File: config.mk
export PLATFORM = sky130hd
export DESIGN_NAME = voice_packet_header_parser_flat
export DESIGN_NICKNAME = d
export VERILOG_FILES = /design/src/hdl/vphp_pkg.sv /design/src/hdl/vphp_ifs.sv /design/src/hdl/voice_packet_header_parser.sv /design/src/hdl/vphp_ctrl.sv /design/src/hdl/vphp_dp.sv /design/src/flat_wrapper.sv
export VERILOG_INCLUDE_DIRS = /design/src /design/src/hdl
export SDC_FILE = /design/constraint.sdc
export NUM_CORES = 1
export LEC_CHECK = 0
export ABC_AREA = 1
export BUFFER_PORTS_ARGS = -buffer_cell sky130_fd_sc_hd__buf_2
export CELL_PAD_IN_SITES_DETAIL_PLACEMENT = 1
export CELL_PAD_IN_SITES_GLOBAL_PLACEMENT = 2
export CORE_MARGIN = 2
export CORE_UTILIZATION = 42
export CTS_BUF_LIST = sky130_fd_sc_hd__clkbuf_4 sky130_fd_sc_hd__clkbuf_8 sky130_fd_sc_hd__clkbuf_16
export DETAILED_ROUTE_END_ITERATION = 16
export GPL_ROUTABILITY_DRIVEN = 0
export PLACE_DENSITY_LB_ADDON = 0.08
export SETUP_SLACK_MARGIN = 0.2
export SLEW_MARGIN = 20
export SYNTH_ARGS = -nofsm -noshare
export SYNTH_HDL_FRONTEND = slang
export SYNTH_SLANG_ARGS = --single-unit
export TNS_END_PERCENT = 100
File: constraint.sdc
create_clock -name i_clk -period 10.4 [get_ports i_clk]
set_input_delay 2.08 -clock i_clk [delete_from_list [all_inputs] [get_ports i_clk]]
set_output_delay 2.08 -clock i_clk [all_outputs]
set_load 0.01 [all_outputs]
File: src/hdl/assert_macros.svh
// ============================================================================
// Assertion macros
// Shared concurrent assertion forms for the voice packet header parser.
// ============================================================================
`ifndef ASSERT_MACROS_SVH
`define ASSERT_MACROS_SVH

// The consequent must hold in the same cycle as the antecedent.
`define VPHP_ASSERT_IMPL(name, clk, rst_n, ante, cons) \
    name: assert property (@(posedge clk) disable iff (!rst_n) (ante) |-> (cons)) \
        else $error("same-cycle check failed");

// The consequent must hold in the cycle after the antecedent.
`define VPHP_ASSERT_NEXT(name, clk, rst_n, ante, cons) \
    name: assert property (@(posedge clk) disable iff (!rst_n) (ante) |=> (cons)) \
        else $error("next-cycle check failed");

`endif

File: src/hdl/vphp_pkg.sv
// ============================================================================
// Voice packet header parser package
// Constants, codes, payload types and control structs shared by the block.
// ============================================================================
`timescale 1ns / 1ps

package vphp_pkg;

    localparam int NUMBER_BITS   = 64;
    localparam int SENDER_MAX    = 32;
    localparam int MIXED_TAG_LEN = 5;
    localparam int PMATCH_W      = 3;
    localparam int SIDX_W        = $clog2(SENDER_MAX);
    localparam int SCOUNT_W      = $clog2(SENDER_MAX + 2);
    localparam int SEQ_W         = 16;
    localparam int TS_W          = 32;
    localparam int SLEN_W        = 6;

    localparam logic [7:0] CH_COLON = 8'h3A;
    localparam logic [7:0] CH_PIPE  = 8'h7C;
    localparam logic [7:0] CH_ZERO  = 8'h30;
    localparam logic [7:0] CH_NINE  = 8'h39;

    typedef enum logic [2:0] {
        PH_PREFIX,
        PH_CLIENT,
        PH_MIXSEQ,
        PH_PAY_CLIENT,
        PH_PAY_MIXED,
        PH_DISCARD
    } t_phase;

    typedef enum logic [1:0] {
        RT_PAYLOAD,
        RT_HEADER,
        RT_SENDER,
        RT_REJECT
    } t_rtype;

    typedef enum logic {
        PT_CLIENT,
        PT_MIXED
    } t_ptype;

    typedef enum logic [1:0] {
        RC_NO_SEPARATOR,
        RC_EMPTY_SENDER,
        RC_BAD_NUMBER,
        RC_SENDER_LONG
    } t_rcode;

    typedef enum logic {
        ST_BYTE,
        ST_SENDER
    } t_ctrl_state;

    typedef struct packed {
        logic [7:0] data_byte;
        logic       packet_last;
    } t_in_item;

    typedef struct packed {
        t_rtype             result_type;
        t_ptype             packet_type;
        logic [SEQ_W-1:0]   sequence_number;
        logic [TS_W-1:0]    time_stamp;
        logic [SLEN_W-1:0]  sender_length;
        logic [7:0]         out_byte;
        t_rcode             reject_code;
        logic               packet_end;
        logic               run_last;
    } t_out_item;

    typedef struct packed {
        logic accept;
        logic load_step;
        logic load_sender;
    } t_dp_cmd;

    typedef struct packed {
        logic step_valid;
        logic step_senders;
        logic sender_done;
    } t_dp_stat;

    function automatic logic [7:0] mixed_tag_byte(input logic [PMATCH_W-1:0] idx);
        logic [7:0] ch;
        case (idx)
            3'd0:    ch = 8'h4D;
            3'd1:    ch = 8'h49;
            3'd2:    ch = 8'h58;
            3'd3:    ch = 8'h45;
            3'd4:    ch = 8'h44;
            default: ch = 8'h00;
        endcase
        return ch;
    endfunction

endpackage

File: src/hdl/vphp_ifs.sv
// ============================================================================
// Voice packet header parser channels
// Valid/ready channel interfaces for packet bytes in and results out.
// ============================================================================
`timescale 1ns / 1ps

interface vphp_in_if;
    import vphp_pkg::*;

    logic     valid;
    logic     ready;
    t_in_item data;

    modport source (output valid, output data, input ready);
    modport sink (input valid, input data, output ready);
endinterface

interface vphp_out_if;
    import vphp_pkg::*;

    logic      valid;
    logic      ready;
    t_out_item data;

    modport source (output valid, output data, input ready);
    modport sink (input valid, input data, output ready);
endinterface

File: src/hdl/voice_packet_header_parser.sv
// ============================================================================
// Voice packet header parser
// Splits client and mixed voice packets into header, sender and payload
// results, or one reject per bad packet.
// ============================================================================
// Packet bytes arrive on i_in, one per transfer, with packet_last on the final
// byte. Results leave on o_out through a single output register.
// Each accepted byte that yields a result shows it on o_out in the next cycle.
// Header and payload bytes are taken at one byte per cycle while the output
// register is empty or being emptied in the same cycle.
// A client header that passes is followed by sender_length sender results,
// read from the sender memory one per cycle while the output register is
// empty or being emptied; no byte is taken until the last of them is loaded.
// run_last marks the final result of each byte and packet_end the final
// result of each packet; after a reject, the rest of the packet is dropped.
// Reset returns the parser to prefix matching and empties the output register.
// When the receiver stalls, the output register holds its result and i_in
// drops ready until that result is transferred.
// ============================================================================
`timescale 1ns / 1ps
`include "assert_macros.svh"

module voice_packet_header_parser (
    input  logic           i_clk,
    input  logic           i_rst_n,
    vphp_in_if.sink        i_in,
    vphp_out_if.source     o_out
);
    import vphp_pkg::*;

    t_dp_cmd   w_cmd;
    t_dp_stat  w_stat;
    t_out_item w_result;
    logic      w_in_ready;
    logic      w_out_valid;

    vphp_ctrl u_ctrl (
        .i_clk       (i_clk),
        .i_rst_n     (i_rst_n),
        .i_in_valid  (i_in.valid),
        .i_out_ready (o_out.ready),
        .i_stat      (w_stat),
        .o_in_ready  (w_in_ready),
        .o_out_valid (w_out_valid),
        .o_cmd       (w_cmd)
    );

    vphp_dp u_dp (
        .i_clk    (i_clk),
        .i_rst_n  (i_rst_n),
        .i_item   (i_in.data),
        .i_cmd    (w_cmd),
        .o_stat   (w_stat),
        .o_result (w_result)
    );

    assign i_in.ready  = w_in_ready;
    assign o_out.valid = w_out_valid;
    assign o_out.data  = w_result;

    `VPHP_ASSERT_IMPL(a_accept_slot_free, i_clk, i_rst_n, i_in.valid && i_in.ready, !o_out.valid || o_out.ready)
    `VPHP_ASSERT_NEXT(a_header_blocks_input, i_clk, i_rst_n, w_cmd.accept && w_stat.step_senders, !i_in.ready)
    `VPHP_ASSERT_IMPL(a_pending_run_blocks, i_clk, i_rst_n, o_out.valid && !o_out.data.run_last, !i_in.ready)
    `VPHP_ASSERT_IMPL(a_end_closes_run, i_clk, i_rst_n, o_out.valid && o_out.data.packet_end, o_out.data.run_last)

endmodule

File: src/hdl/vphp_ctrl.sv
// ============================================================================
// Voice packet header parser controller
// Sequences byte transfers, sender byte replay and the output register.
// ============================================================================
`timescale 1ns / 1ps

module vphp_ctrl (
    input  logic              i_clk,
    input  logic              i_rst_n,
    input  logic              i_in_valid,
    input  logic              i_out_ready,
    input  vphp_pkg::t_dp_stat i_stat,
    output logic              o_in_ready,
    output logic              o_out_valid,
    output vphp_pkg::t_dp_cmd  o_cmd
);
    import vphp_pkg::*;

    t_ctrl_state r_state;
    t_ctrl_state n_state;
    logic        r_out_valid;
    logic        n_out_valid;
    logic        w_slot_free;

    always_ff @(posedge i_clk) begin
        if (!i_rst_n) begin
            r_state     <= ST_BYTE;
            r_out_valid <= 1'b0;
        end else begin
            r_state     <= n_state;
            r_out_valid <= n_out_valid;
        end
    end

    always_comb begin
        w_slot_free       = !r_out_valid || i_out_ready;
        n_state           = r_state;
        o_in_ready        = 1'b0;
        o_cmd             = '0;
        case (r_state)
            ST_BYTE: begin
                o_in_ready      = w_slot_free && i_rst_n;
                o_cmd.accept    = i_in_valid && o_in_ready;
                o_cmd.load_step = o_cmd.accept && i_stat.step_valid;
                if (o_cmd.accept && i_stat.step_senders) begin
                    n_state = ST_SENDER;
                end
            end
            ST_SENDER: begin
                o_cmd.load_sender = w_slot_free;
                if (w_slot_free && i_stat.sender_done) begin
                    n_state = ST_BYTE;
                end
            end
            default: n_state = ST_BYTE;
        endcase
        if (o_cmd.load_step || o_cmd.load_sender) begin
            n_out_valid = 1'b1;
        end else if (i_out_ready) begin
            n_out_valid = 1'b0;
        end else begin
            n_out_valid = r_out_valid;
        end
    end

    assign o_out_valid = r_out_valid;

endmodule

File: src/hdl/vphp_dp.sv
// ============================================================================
// Voice packet header parser datapath
// Parse state, decimal accumulator, sender memory and the result register.
// ============================================================================
`timescale 1ns / 1ps

module vphp_dp (
    input  logic                i_clk,
    input  logic                i_rst_n,
    input  vphp_pkg::t_in_item  i_item,
    input  vphp_pkg::t_dp_cmd   i_cmd,
    output vphp_pkg::t_dp_stat  o_stat,
    output vphp_pkg::t_out_item o_result
);
    import vphp_pkg::*;

    t_phase                r_phase, n_phase;
    logic [PMATCH_W-1:0]   r_pmatch, n_pmatch;
    logic [NUMBER_BITS-1:0] r_acc, n_acc;
    logic                  r_ovf, n_ovf;
    logic                  r_nonempty, n_nonempty;
    logic                  r_fault, n_fault;
    logic [SEQ_W-1:0]      r_seq, n_seq;
    logic [1:0]            r_pipes, n_pipes;
    logic [SCOUNT_W-1:0]   r_scount, n_scount;

    logic [7:0]            r_store [SENDER_MAX];
    logic [7:0]            r_rdata;
    logic [SCOUNT_W-1:0]   r_sidx, n_sidx;
    logic [SCOUNT_W-1:0]   r_stotal;
    logic                  r_send;
    t_out_item             r_result;

    logic [7:0]            w_byte;
    logic                  w_last;
    logic                  w_is_digit;
    logic                  w_is_pipe;
    logic                  w_is_colon;
    logic [NUMBER_BITS+3:0] w_sum;
    logic                  w_dig_ovf;
    logic [NUMBER_BITS-1:0] w_dig_acc;
    logic                  w_good;
    logic                  w_tag_hit;
    logic                  w_client;
    logic                  w_wr_en;
    t_out_item             w_step;
    logic                  w_step_valid;
    logic                  w_step_senders;
    logic                  w_sender_done;
    t_out_item             w_sender_item;

    assign w_byte     = i_item.data_byte;
    assign w_last     = i_item.packet_last;
    assign w_is_digit = (w_byte >= CH_ZERO) && (w_byte <= CH_NINE);
    assign w_is_pipe  = (w_byte == CH_PIPE);
    assign w_is_colon = (w_byte == CH_COLON);
    assign w_good     = r_nonempty && !r_ovf;
    assign w_tag_hit  = (r_pmatch < PMATCH_W'(MIXED_TAG_LEN))
                        && (w_byte == mixed_tag_byte(r_pmatch));

    // Accumulator times ten plus the digit; any carry above the field width
    // means the value no longer fits.
    assign w_sum     = {1'b0, r_acc, 3'b000} + {3'b000, r_acc, 1'b0}
                       + {(NUMBER_BITS)'(0), w_byte[3:0]};
    assign w_dig_ovf = r_ovf || (w_sum[NUMBER_BITS+3:NUMBER_BITS] != 4'd0);
    assign w_dig_acc = w_dig_ovf ? r_acc : w_sum[NUMBER_BITS-1:0];

    always_comb begin
        n_phase        = r_phase;
        n_pmatch       = r_pmatch;
        n_acc          = r_acc;
        n_ovf          = r_ovf;
        n_nonempty     = r_nonempty;
        n_fault        = r_fault;
        n_seq          = r_seq;
        n_pipes        = r_pipes;
        n_scount       = r_scount;
        w_step         = '0;
        w_step_valid   = 1'b0;
        w_step_senders = 1'b0;
        w_wr_en        = 1'b0;
        w_client       = 1'b0;

        case (r_phase)
            PH_PREFIX: begin
                if (w_tag_hit) begin
                    n_pmatch = r_pmatch + 1'b1;
                    w_client = 1'b1;
                end else if ((r_pmatch >= PMATCH_W'(MIXED_TAG_LEN)) && w_is_pipe) begin
                    n_phase    = PH_MIXSEQ;
                    n_acc      = '0;
                    n_ovf      = 1'b0;
                    n_nonempty = 1'b0;
                    n_fault    = 1'b0;
                end else begin
                    n_phase  = PH_CLIENT;
                    w_client = 1'b1;
                end
            end
            PH_CLIENT: w_client = 1'b1;
            PH_MIXSEQ: begin
                if (w_is_pipe) begin
                    w_step_valid        = 1'b1;
                    w_step.packet_type  = PT_MIXED;
                    if (!r_fault && w_good) begin
                        w_step.result_type     = RT_HEADER;
                        w_step.sequence_number = r_acc[SEQ_W-1:0];
                        n_phase                = PH_PAY_MIXED;
                    end else begin
                        w_step.result_type = RT_REJECT;
                        w_step.reject_code = RC_BAD_NUMBER;
                        w_step.packet_end  = 1'b1;
                        n_phase            = PH_DISCARD;
                    end
                end else if (w_is_digit) begin
                    n_nonempty = 1'b1;
                    n_acc      = w_dig_acc;
                    n_ovf      = w_dig_ovf;
                end else begin
                    n_fault = 1'b1;
                end
            end
            PH_PAY_CLIENT: begin
                w_step_valid       = 1'b1;
                w_step.result_type = RT_PAYLOAD;
                w_step.packet_type = PT_CLIENT;
                w_step.out_byte    = w_byte;
            end
            PH_PAY_MIXED: begin
                w_step_valid       = 1'b1;
                w_step.result_type = RT_PAYLOAD;
                w_step.packet_type = PT_MIXED;
                w_step.out_byte    = w_byte;
            end
            default: ;
        endcase

        if (w_client) begin
            if (w_is_colon) begin
                w_step_valid       = 1'b1;
                w_step.packet_type = PT_CLIENT;
                w_step.result_type = RT_REJECT;
                w_step.packet_end  = 1'b1;
                n_phase            = PH_DISCARD;
                if (r_pipes < 2'd2) begin
                    w_step.reject_code = RC_NO_SEPARATOR;
                end else if (r_scount == '0) begin
                    w_step.reject_code = RC_EMPTY_SENDER;
                end else if (r_scount > SCOUNT_W'(SENDER_MAX)) begin
                    w_step.reject_code = RC_SENDER_LONG;
                end else if (r_fault || !w_good) begin
                    w_step.reject_code = RC_BAD_NUMBER;
                end else begin
                    w_step.result_type     = RT_HEADER;
                    w_step.packet_end      = 1'b0;
                    w_step.sequence_number = r_seq;
                    w_step.time_stamp      = r_acc[TS_W-1:0];
                    w_step.sender_length   = SLEN_W'(r_scount);
                    w_step_senders         = 1'b1;
                    n_phase                = PH_PAY_CLIENT;
                end
            end else if (r_pipes == 2'd0) begin
                if (w_is_pipe) begin
                    n_pipes    = 2'd1;
                    n_acc      = '0;
                    n_ovf      = 1'b0;
                    n_nonempty = 1'b0;
                end else begin
                    w_wr_en = (r_scount < SCOUNT_W'(SENDER_MAX));
                    if (r_scount <= SCOUNT_W'(SENDER_MAX)) begin
                        n_scount = r_scount + 1'b1;
                    end
                end
            end else if (r_pipes == 2'd1) begin
                if (w_is_pipe) begin
                    if (!w_good) begin
                        n_fault = 1'b1;
                    end
                    n_seq      = r_acc[SEQ_W-1:0];
                    n_pipes    = 2'd2;
                    n_acc      = '0;
                    n_ovf      = 1'b0;
                    n_nonempty = 1'b0;
                end else if (w_is_digit) begin
                    n_nonempty = 1'b1;
                    n_acc      = w_dig_acc;
                    n_ovf      = w_dig_ovf;
                end else begin
                    n_fault = 1'b1;
                end
            end else begin
                if (w_is_digit) begin
                    n_nonempty = 1'b1;
                    n_acc      = w_dig_acc;
                    n_ovf      = w_dig_ovf;
                end else begin
                    n_fault = 1'b1;
                end
            end
        end

        if (w_last) begin
            if (n_phase inside {PH_PREFIX, PH_CLIENT}) begin
                w_step_valid       = 1'b1;
                w_step.result_type = RT_REJECT;
                w_step.packet_type = PT_CLIENT;
                w_step.reject_code = RC_NO_SEPARATOR;
            end else if (n_phase == PH_MIXSEQ) begin
                w_step_valid       = 1'b1;
                w_step.result_type = RT_REJECT;
                w_step.packet_type = PT_MIXED;
                w_step.reject_code = RC_NO_SEPARATOR;
            end
            if (!w_step_senders) begin
                w_step.packet_end = 1'b1;
            end
        end
        w_step.run_last = !w_step_senders;
    end

    always_ff @(posedge i_clk) begin
        if (!i_rst_n) begin
            r_phase    <= PH_PREFIX;
            r_pmatch   <= '0;
            r_acc      <= '0;
            r_ovf      <= 1'b0;
            r_nonempty <= 1'b0;
            r_fault    <= 1'b0;
            r_seq      <= '0;
            r_pipes    <= '0;
            r_scount   <= '0;
        end else if (i_cmd.accept) begin
            if (w_last) begin
                r_phase    <= PH_PREFIX;
                r_pmatch   <= '0;
                r_acc      <= '0;
                r_ovf      <= 1'b0;
                r_nonempty <= 1'b0;
                r_fault    <= 1'b0;
                r_seq      <= '0;
                r_pipes    <= '0;
                r_scount   <= '0;
            end else begin
                r_phase    <= n_phase;
                r_pmatch   <= n_pmatch;
                r_acc      <= n_acc;
                r_ovf      <= n_ovf;
                r_nonempty <= n_nonempty;
                r_fault    <= n_fault;
                r_seq      <= n_seq;
                r_pipes    <= n_pipes;
                r_scount   <= n_scount;
            end
        end
    end

    always_comb begin
        if (i_cmd.accept && w_step_senders) begin
            n_sidx = '0;
        end else if (i_cmd.load_sender) begin
            n_sidx = r_sidx + 1'b1;
        end else begin
            n_sidx = r_sidx;
        end
    end

    always_ff @(posedge i_clk) begin
        if (!i_rst_n) begin
            r_sidx <= '0;
        end else begin
            r_sidx <= n_sidx;
        end
    end

    always_ff @(posedge i_clk) begin
        if (i_cmd.accept && w_wr_en) begin
            r_store[r_scount[SIDX_W-1:0]] <= w_byte;
        end
        r_rdata <= r_store[n_sidx[SIDX_W-1:0]];
    end

    always_ff @(posedge i_clk) begin
        if (i_cmd.accept && w_step_senders) begin
            r_stotal <= r_scount;
            r_send   <= w_last;
        end
    end

    assign w_sender_done = ((r_sidx + 1'b1) == r_stotal);

    always_comb begin
        w_sender_item             = '0;
        w_sender_item.result_type = RT_SENDER;
        w_sender_item.packet_type = PT_CLIENT;
        w_sender_item.out_byte    = r_rdata;
        w_sender_item.run_last    = w_sender_done;
        w_sender_item.packet_end  = w_sender_done && r_send;
    end

    always_ff @(posedge i_clk) begin
        if (i_cmd.load_step) begin
            r_result <= w_step;
        end else if (i_cmd.load_sender) begin
            r_result <= w_sender_item;
        end
    end

    assign o_stat.step_valid   = w_step_valid;
    assign o_stat.step_senders = w_step_senders;
    assign o_stat.sender_done  = w_sender_done;
    assign o_result            = r_result;

endmodule

File: src/flat_wrapper.sv
// flat-port wrapper written by rule: the top's interface ports become plain ports
module voice_packet_header_parser_flat import vphp_pkg::*;
  (i_clk, i_rst_n, i_in_valid, i_in_data, i_in_ready, o_out_valid, o_out_data, o_out_ready);
  vphp_in_if i_in_i ();
  vphp_out_if o_out_i ();
  input  logic i_clk;
  input  logic i_rst_n;
  input wire logic [$bits(i_in_i.valid)-1:0] i_in_valid;
  input wire logic [$bits(i_in_i.data)-1:0] i_in_data;
  output wire logic [$bits(i_in_i.ready)-1:0] i_in_ready;
  output wire logic [$bits(o_out_i.valid)-1:0] o_out_valid;
  output wire logic [$bits(o_out_i.data)-1:0] o_out_data;
  input wire logic [$bits(o_out_i.ready)-1:0] o_out_ready;
  assign i_in_i.valid = i_in_valid;
  assign i_in_i.data = i_in_data;
  assign i_in_ready = i_in_i.ready;
  assign o_out_valid = o_out_i.valid;
  assign o_out_data = o_out_i.data;
  assign o_out_i.ready = o_out_ready;
  voice_packet_header_parser u_core (.i_clk(i_clk), .i_rst_n(i_rst_n), .i_in(i_in_i), .o_out(o_out_i));
endmodule
==> impl_metrics.env <==
export IMPL_die_area_um2=64400
export IMPL_synth_top_family_by_area="simple AND/OR/NAND/NOR gates"
export IMPL_finalCritPeriodShare=0.610
export IMPL_r2r_setup_slack_ps=5630
export IMPL_final_cell_mix="nand2_1, inv_1, edfxtp_1"
export IMPL_cts_setup_buffers=0
export IMPL_rows=91
export IMPL_period_minus_slack_ps=6340
export IMPL_ant_nets=0
export IMPL_clock_path_buffers=3
export IMPL_cts_made_buffers=51
export IMPL_slowest_delay_ps=930
export IMPL_nets=3432
export IMPL_ys_types=55
export IMPL_totalNegativeSetupSlack_ps=0
export IMPL_grt_use_met2=0.509
export IMPL_h_tree_depth=2
export IMPL_clk_latency_ps=610
export IMPL_path_delay_family="simple AND/OR/NAND/NOR gates"
export IMPL_area_delta_synth_final_pct=11.2
export IMPL_fin_worst_skew_ps=15.7
export IMPL_fmax_ghz=0.158
export IMPL_timing_setup_critical_path_class="input port to flip-flop"
export IMPL_report_final_hold_viol_count=0
export IMPL_holdPathEnd="u_core.u_dp.r_seq[2]"
export IMPL_min_path_type="flip-flop to flip-flop"
export IMPL_synthesis_nets=3389
export IMPL_gr_max_usage_layer="met2"
export IMPL_syn_inst=3237
export IMPL_synth_largest_area_cell="edfxtp_1"
export IMPL_fp_dieW_um=254
export IMPL_io_pins=84
export IMPL_routed_via_count=22672
export IMPL_crit_top_cell="nand2_1"
export IMPL_first_global_vias=23668
export IMPL_synthMuxAreaShare=0
export IMPL_setup_viol_count_final=0
export IMPL_synthAdderAreaFrac=0.0669
export IMPL_fin_cells=4159
export IMPL_drc=0
export IMPL_die_h_um=254
export IMPL_grt_pass1_wl_um=139000
export IMPL_max_cap_violations=0
export IMPL_grt_overflow_total=0
export IMPL_grt_usage=0.281
export IMPL_synth_xor_area_frac=0.0204
export IMPL_avgSynthCellArea_um2=8.10
export IMPL_synthTopCellsByArea="edfxtp_1, nand2_1, dfxtp_1"
export IMPL_grt_util_met1=0.343
export IMPL_cp_slowest_cell="nand2_4"
export IMPL_utilization=0.472
export IMPL_r2r_start="u_core.u_dp.r_phase[1]"
export IMPL_synth_simple_area_share=0.234
export IMPL_slew_headroom=0.254
export IMPL_worst_pin_slew_ps=1120
export IMPL_io_buffers=83
export IMPL_antenna_found_initial=0
export IMPL_ys_flop_type="edfxtp_1"
export IMPL_critPathBufInv=3
export IMPL_vias_per_cell=5.45
export IMPL_cts_tree="built"
export IMPL_drt_first_pass_iters=5
export IMPL_whs_path_depth=2
export IMPL_yosys_area_top_type_share=0.380
export IMPL_start_util=0.425
export IMPL_placed_cell_area_um2=27400
export IMPL_cts_root_buffer="clkbuf_16"
export IMPL_slew_viol_final=0
export IMPL_holdCritStartpoint="u_core.u_dp.r_seq[2]"
export IMPL_cp_start_kind="input port"
export IMPL_worstPathRequired_ps=10620
export IMPL_crit_chain="buf_2, buf_4, nand2_1, nor3_4, nand2_1, nand2_1, nand2_2, nand2_2, o21ai_1, nand2_1, o31ai_1, nor2_2, inv_1, nand2_4"
export IMPL_p_leak_nw=12.5
export IMPL_netlist_area_um2=26200
export IMPL_rsz0062_at_grt="false"
export IMPL_worst_setup_path_end_kind="flip-flop"
export IMPL_worst_r2r_path_depth=12
export IMPL_cts_resized=0
export IMPL_yosys_register_bits=445
export IMPL_clock_sinks=445
export IMPL_wl_um=90000
export IMPL_synth_edf_count=332
export IMPL_drt_iter0_drc=1417
export IMPL_num_antenna_cells=0
export IMPL_yosysSeqAreaShare=0.467
export IMPL_synth_compound_area_frac=0.126
export IMPL_holdBufCountCts=0
export IMPL_hpwl_um=64400
export IMPL_rr_endpoint="u_core.u_dp.o_result[47]"
export IMPL_final_common_cell="nand2_1"
export IMPL_placedCellCount=4064
export IMPL_drive_above_1_share=0.0876
export IMPL_coreArea_um2=61700
export IMPL_grt_util_met3=0.0268
export IMPL_yosysWarnings=0
export IMPL_path_clk_slew_ps=60
export IMPL_vdd_drop_max_uv=109
export IMPL_power_density_nw_per_um2=136
export IMPL_wl_per_cell_um=21.7
export IMPL_power_mw=3.96
export IMPL_grt_max_degree=115
export IMPL_arrival_ps=6560
export IMPL_final_area_um2=29200
export IMPL_ys_async_sr_fraction=0
export IMPL_worst_path_max_fanout=70
export IMPL_status="finished clean"
tightest hold or removal path, delay by kind of cell (launching register included):
family | cells | cell delay (ps)
AO/OA/AOI/OAI | 1 | 50
AND/OR/NAND/NOR | 1 | 60
flip-flops | 1 | 310
metal layers:
| metal | up-vias | share of wire |
|---|---|---|
| met5 | - | 0 |
| met4 | 0 | 0.040 |
| met3 | 159 | 0.031 |
| met2 | 439 | 0.51 |
| met1 | 11190 | 0.42 |
| li1 | 10884 | - |
power breakdown:
group	switching (mW)	internal, mW	leakage, nW
Combinational	0.104	0.0257	7.65
Sequential	0.00674	1.92	3.93
Clock	0.771	1.13	0.887
Total	0.882	3.08	12.5
cell families (layout without fill, tap and decap cells):
group | Yosys count | in the layout
buffers and inverters | 571 | 656
AO/OA/AOI/OAI | 555 | 555
XOR/XNOR | 61 | 61
adder cells (fa/ha/maj) | 139 | 139
AND/OR/NAND/NOR | 1466 | 1466
flip-flops | 445 | 445
metrics by stage:
stage          worst slack, ps  hold WS [ps]
3_3_place_gp              3630           449
4_1_cts                   4050           466
3_5_place_dp              3420           457
5_1_grt                   3600           496
2_1_floorplan             5070           441
6_report                  4060           463
flip-flops by register name, summed over array words and instances, names as in the netlist:
register / cells
u_core.u_dp.r_store: 256
u_core.u_dp.o_result: 69
u_core.u_dp.r_acc: 64
u_core.u_dp.r_seq: 16
u_core.u_dp.r_rdata: 8
u_core.u_dp.r_scount: 6
u_core.u_dp.r_sidx: 6
u_core.u_dp.r_stotal: 6
u_core.u_dp.r_phase: 3
u_core.u_dp.r_pmatch: 3
u_core.u_dp.r_pipes: 2
u_core.u_ctrl.o_out_valid: 1
u_core.u_ctrl.r_state: 1
u_core.u_dp.r_fault: 1
u_core.u_dp.r_nonempty: 1
u_core.u_dp.r_ovf: 1
u_core.u_dp.r_send: 1
layout make-up:
type,instances,area (um^2)
Clock inverter,22,277
Sequential cell,445,12200
Multi-Input combinational cell,2221,11800
Fill cell,7481,32600
Tap cell,837,1050
Timing Repair Buffer,110,622
Inverter,451,1690
Clock buffer,73,1500
synth_stat cells, drive strengths merged, types with 3 or more instances:
cell type	instances
nand2	898
inv	449
edfxtp	332
nor2	271
nand3	226
a21oi	204
o21ai	147
ha	137
o211ai	131
dfxtp	113
buf	68
clkbuf	52
xnor2	37
nor3	29
xor2	24
nand4	21
o31ai	18
a31oi	16
o21bai	13
a211oi	6
and3	6
or2	6
nor4	5
o2111ai	5
a21o	4
o21a	3
how the worst max path moves through the flow:
| stage | start | end | cells past startpoint |
|---|---|---|---|
| floorplan | i_in_data[2] | u_core.u_dp.o_result[0] | 14 |
| global placement | i_in_data[4] | u_core.u_dp.r_acc[47] | 23 |
| detailed placement | i_in_data[4] | u_core.u_dp.r_acc[58] | 23 |
| CTS | i_in_data[4] | u_core.u_dp.r_acc[58] | 23 |
| global route | i_in_data[6] | u_core.u_dp.o_result[47] | 15 |
| finish | i_in_data[3] | u_core.u_dp.o_result[47] | 14 |
Power figures use the tool's default switching activity.
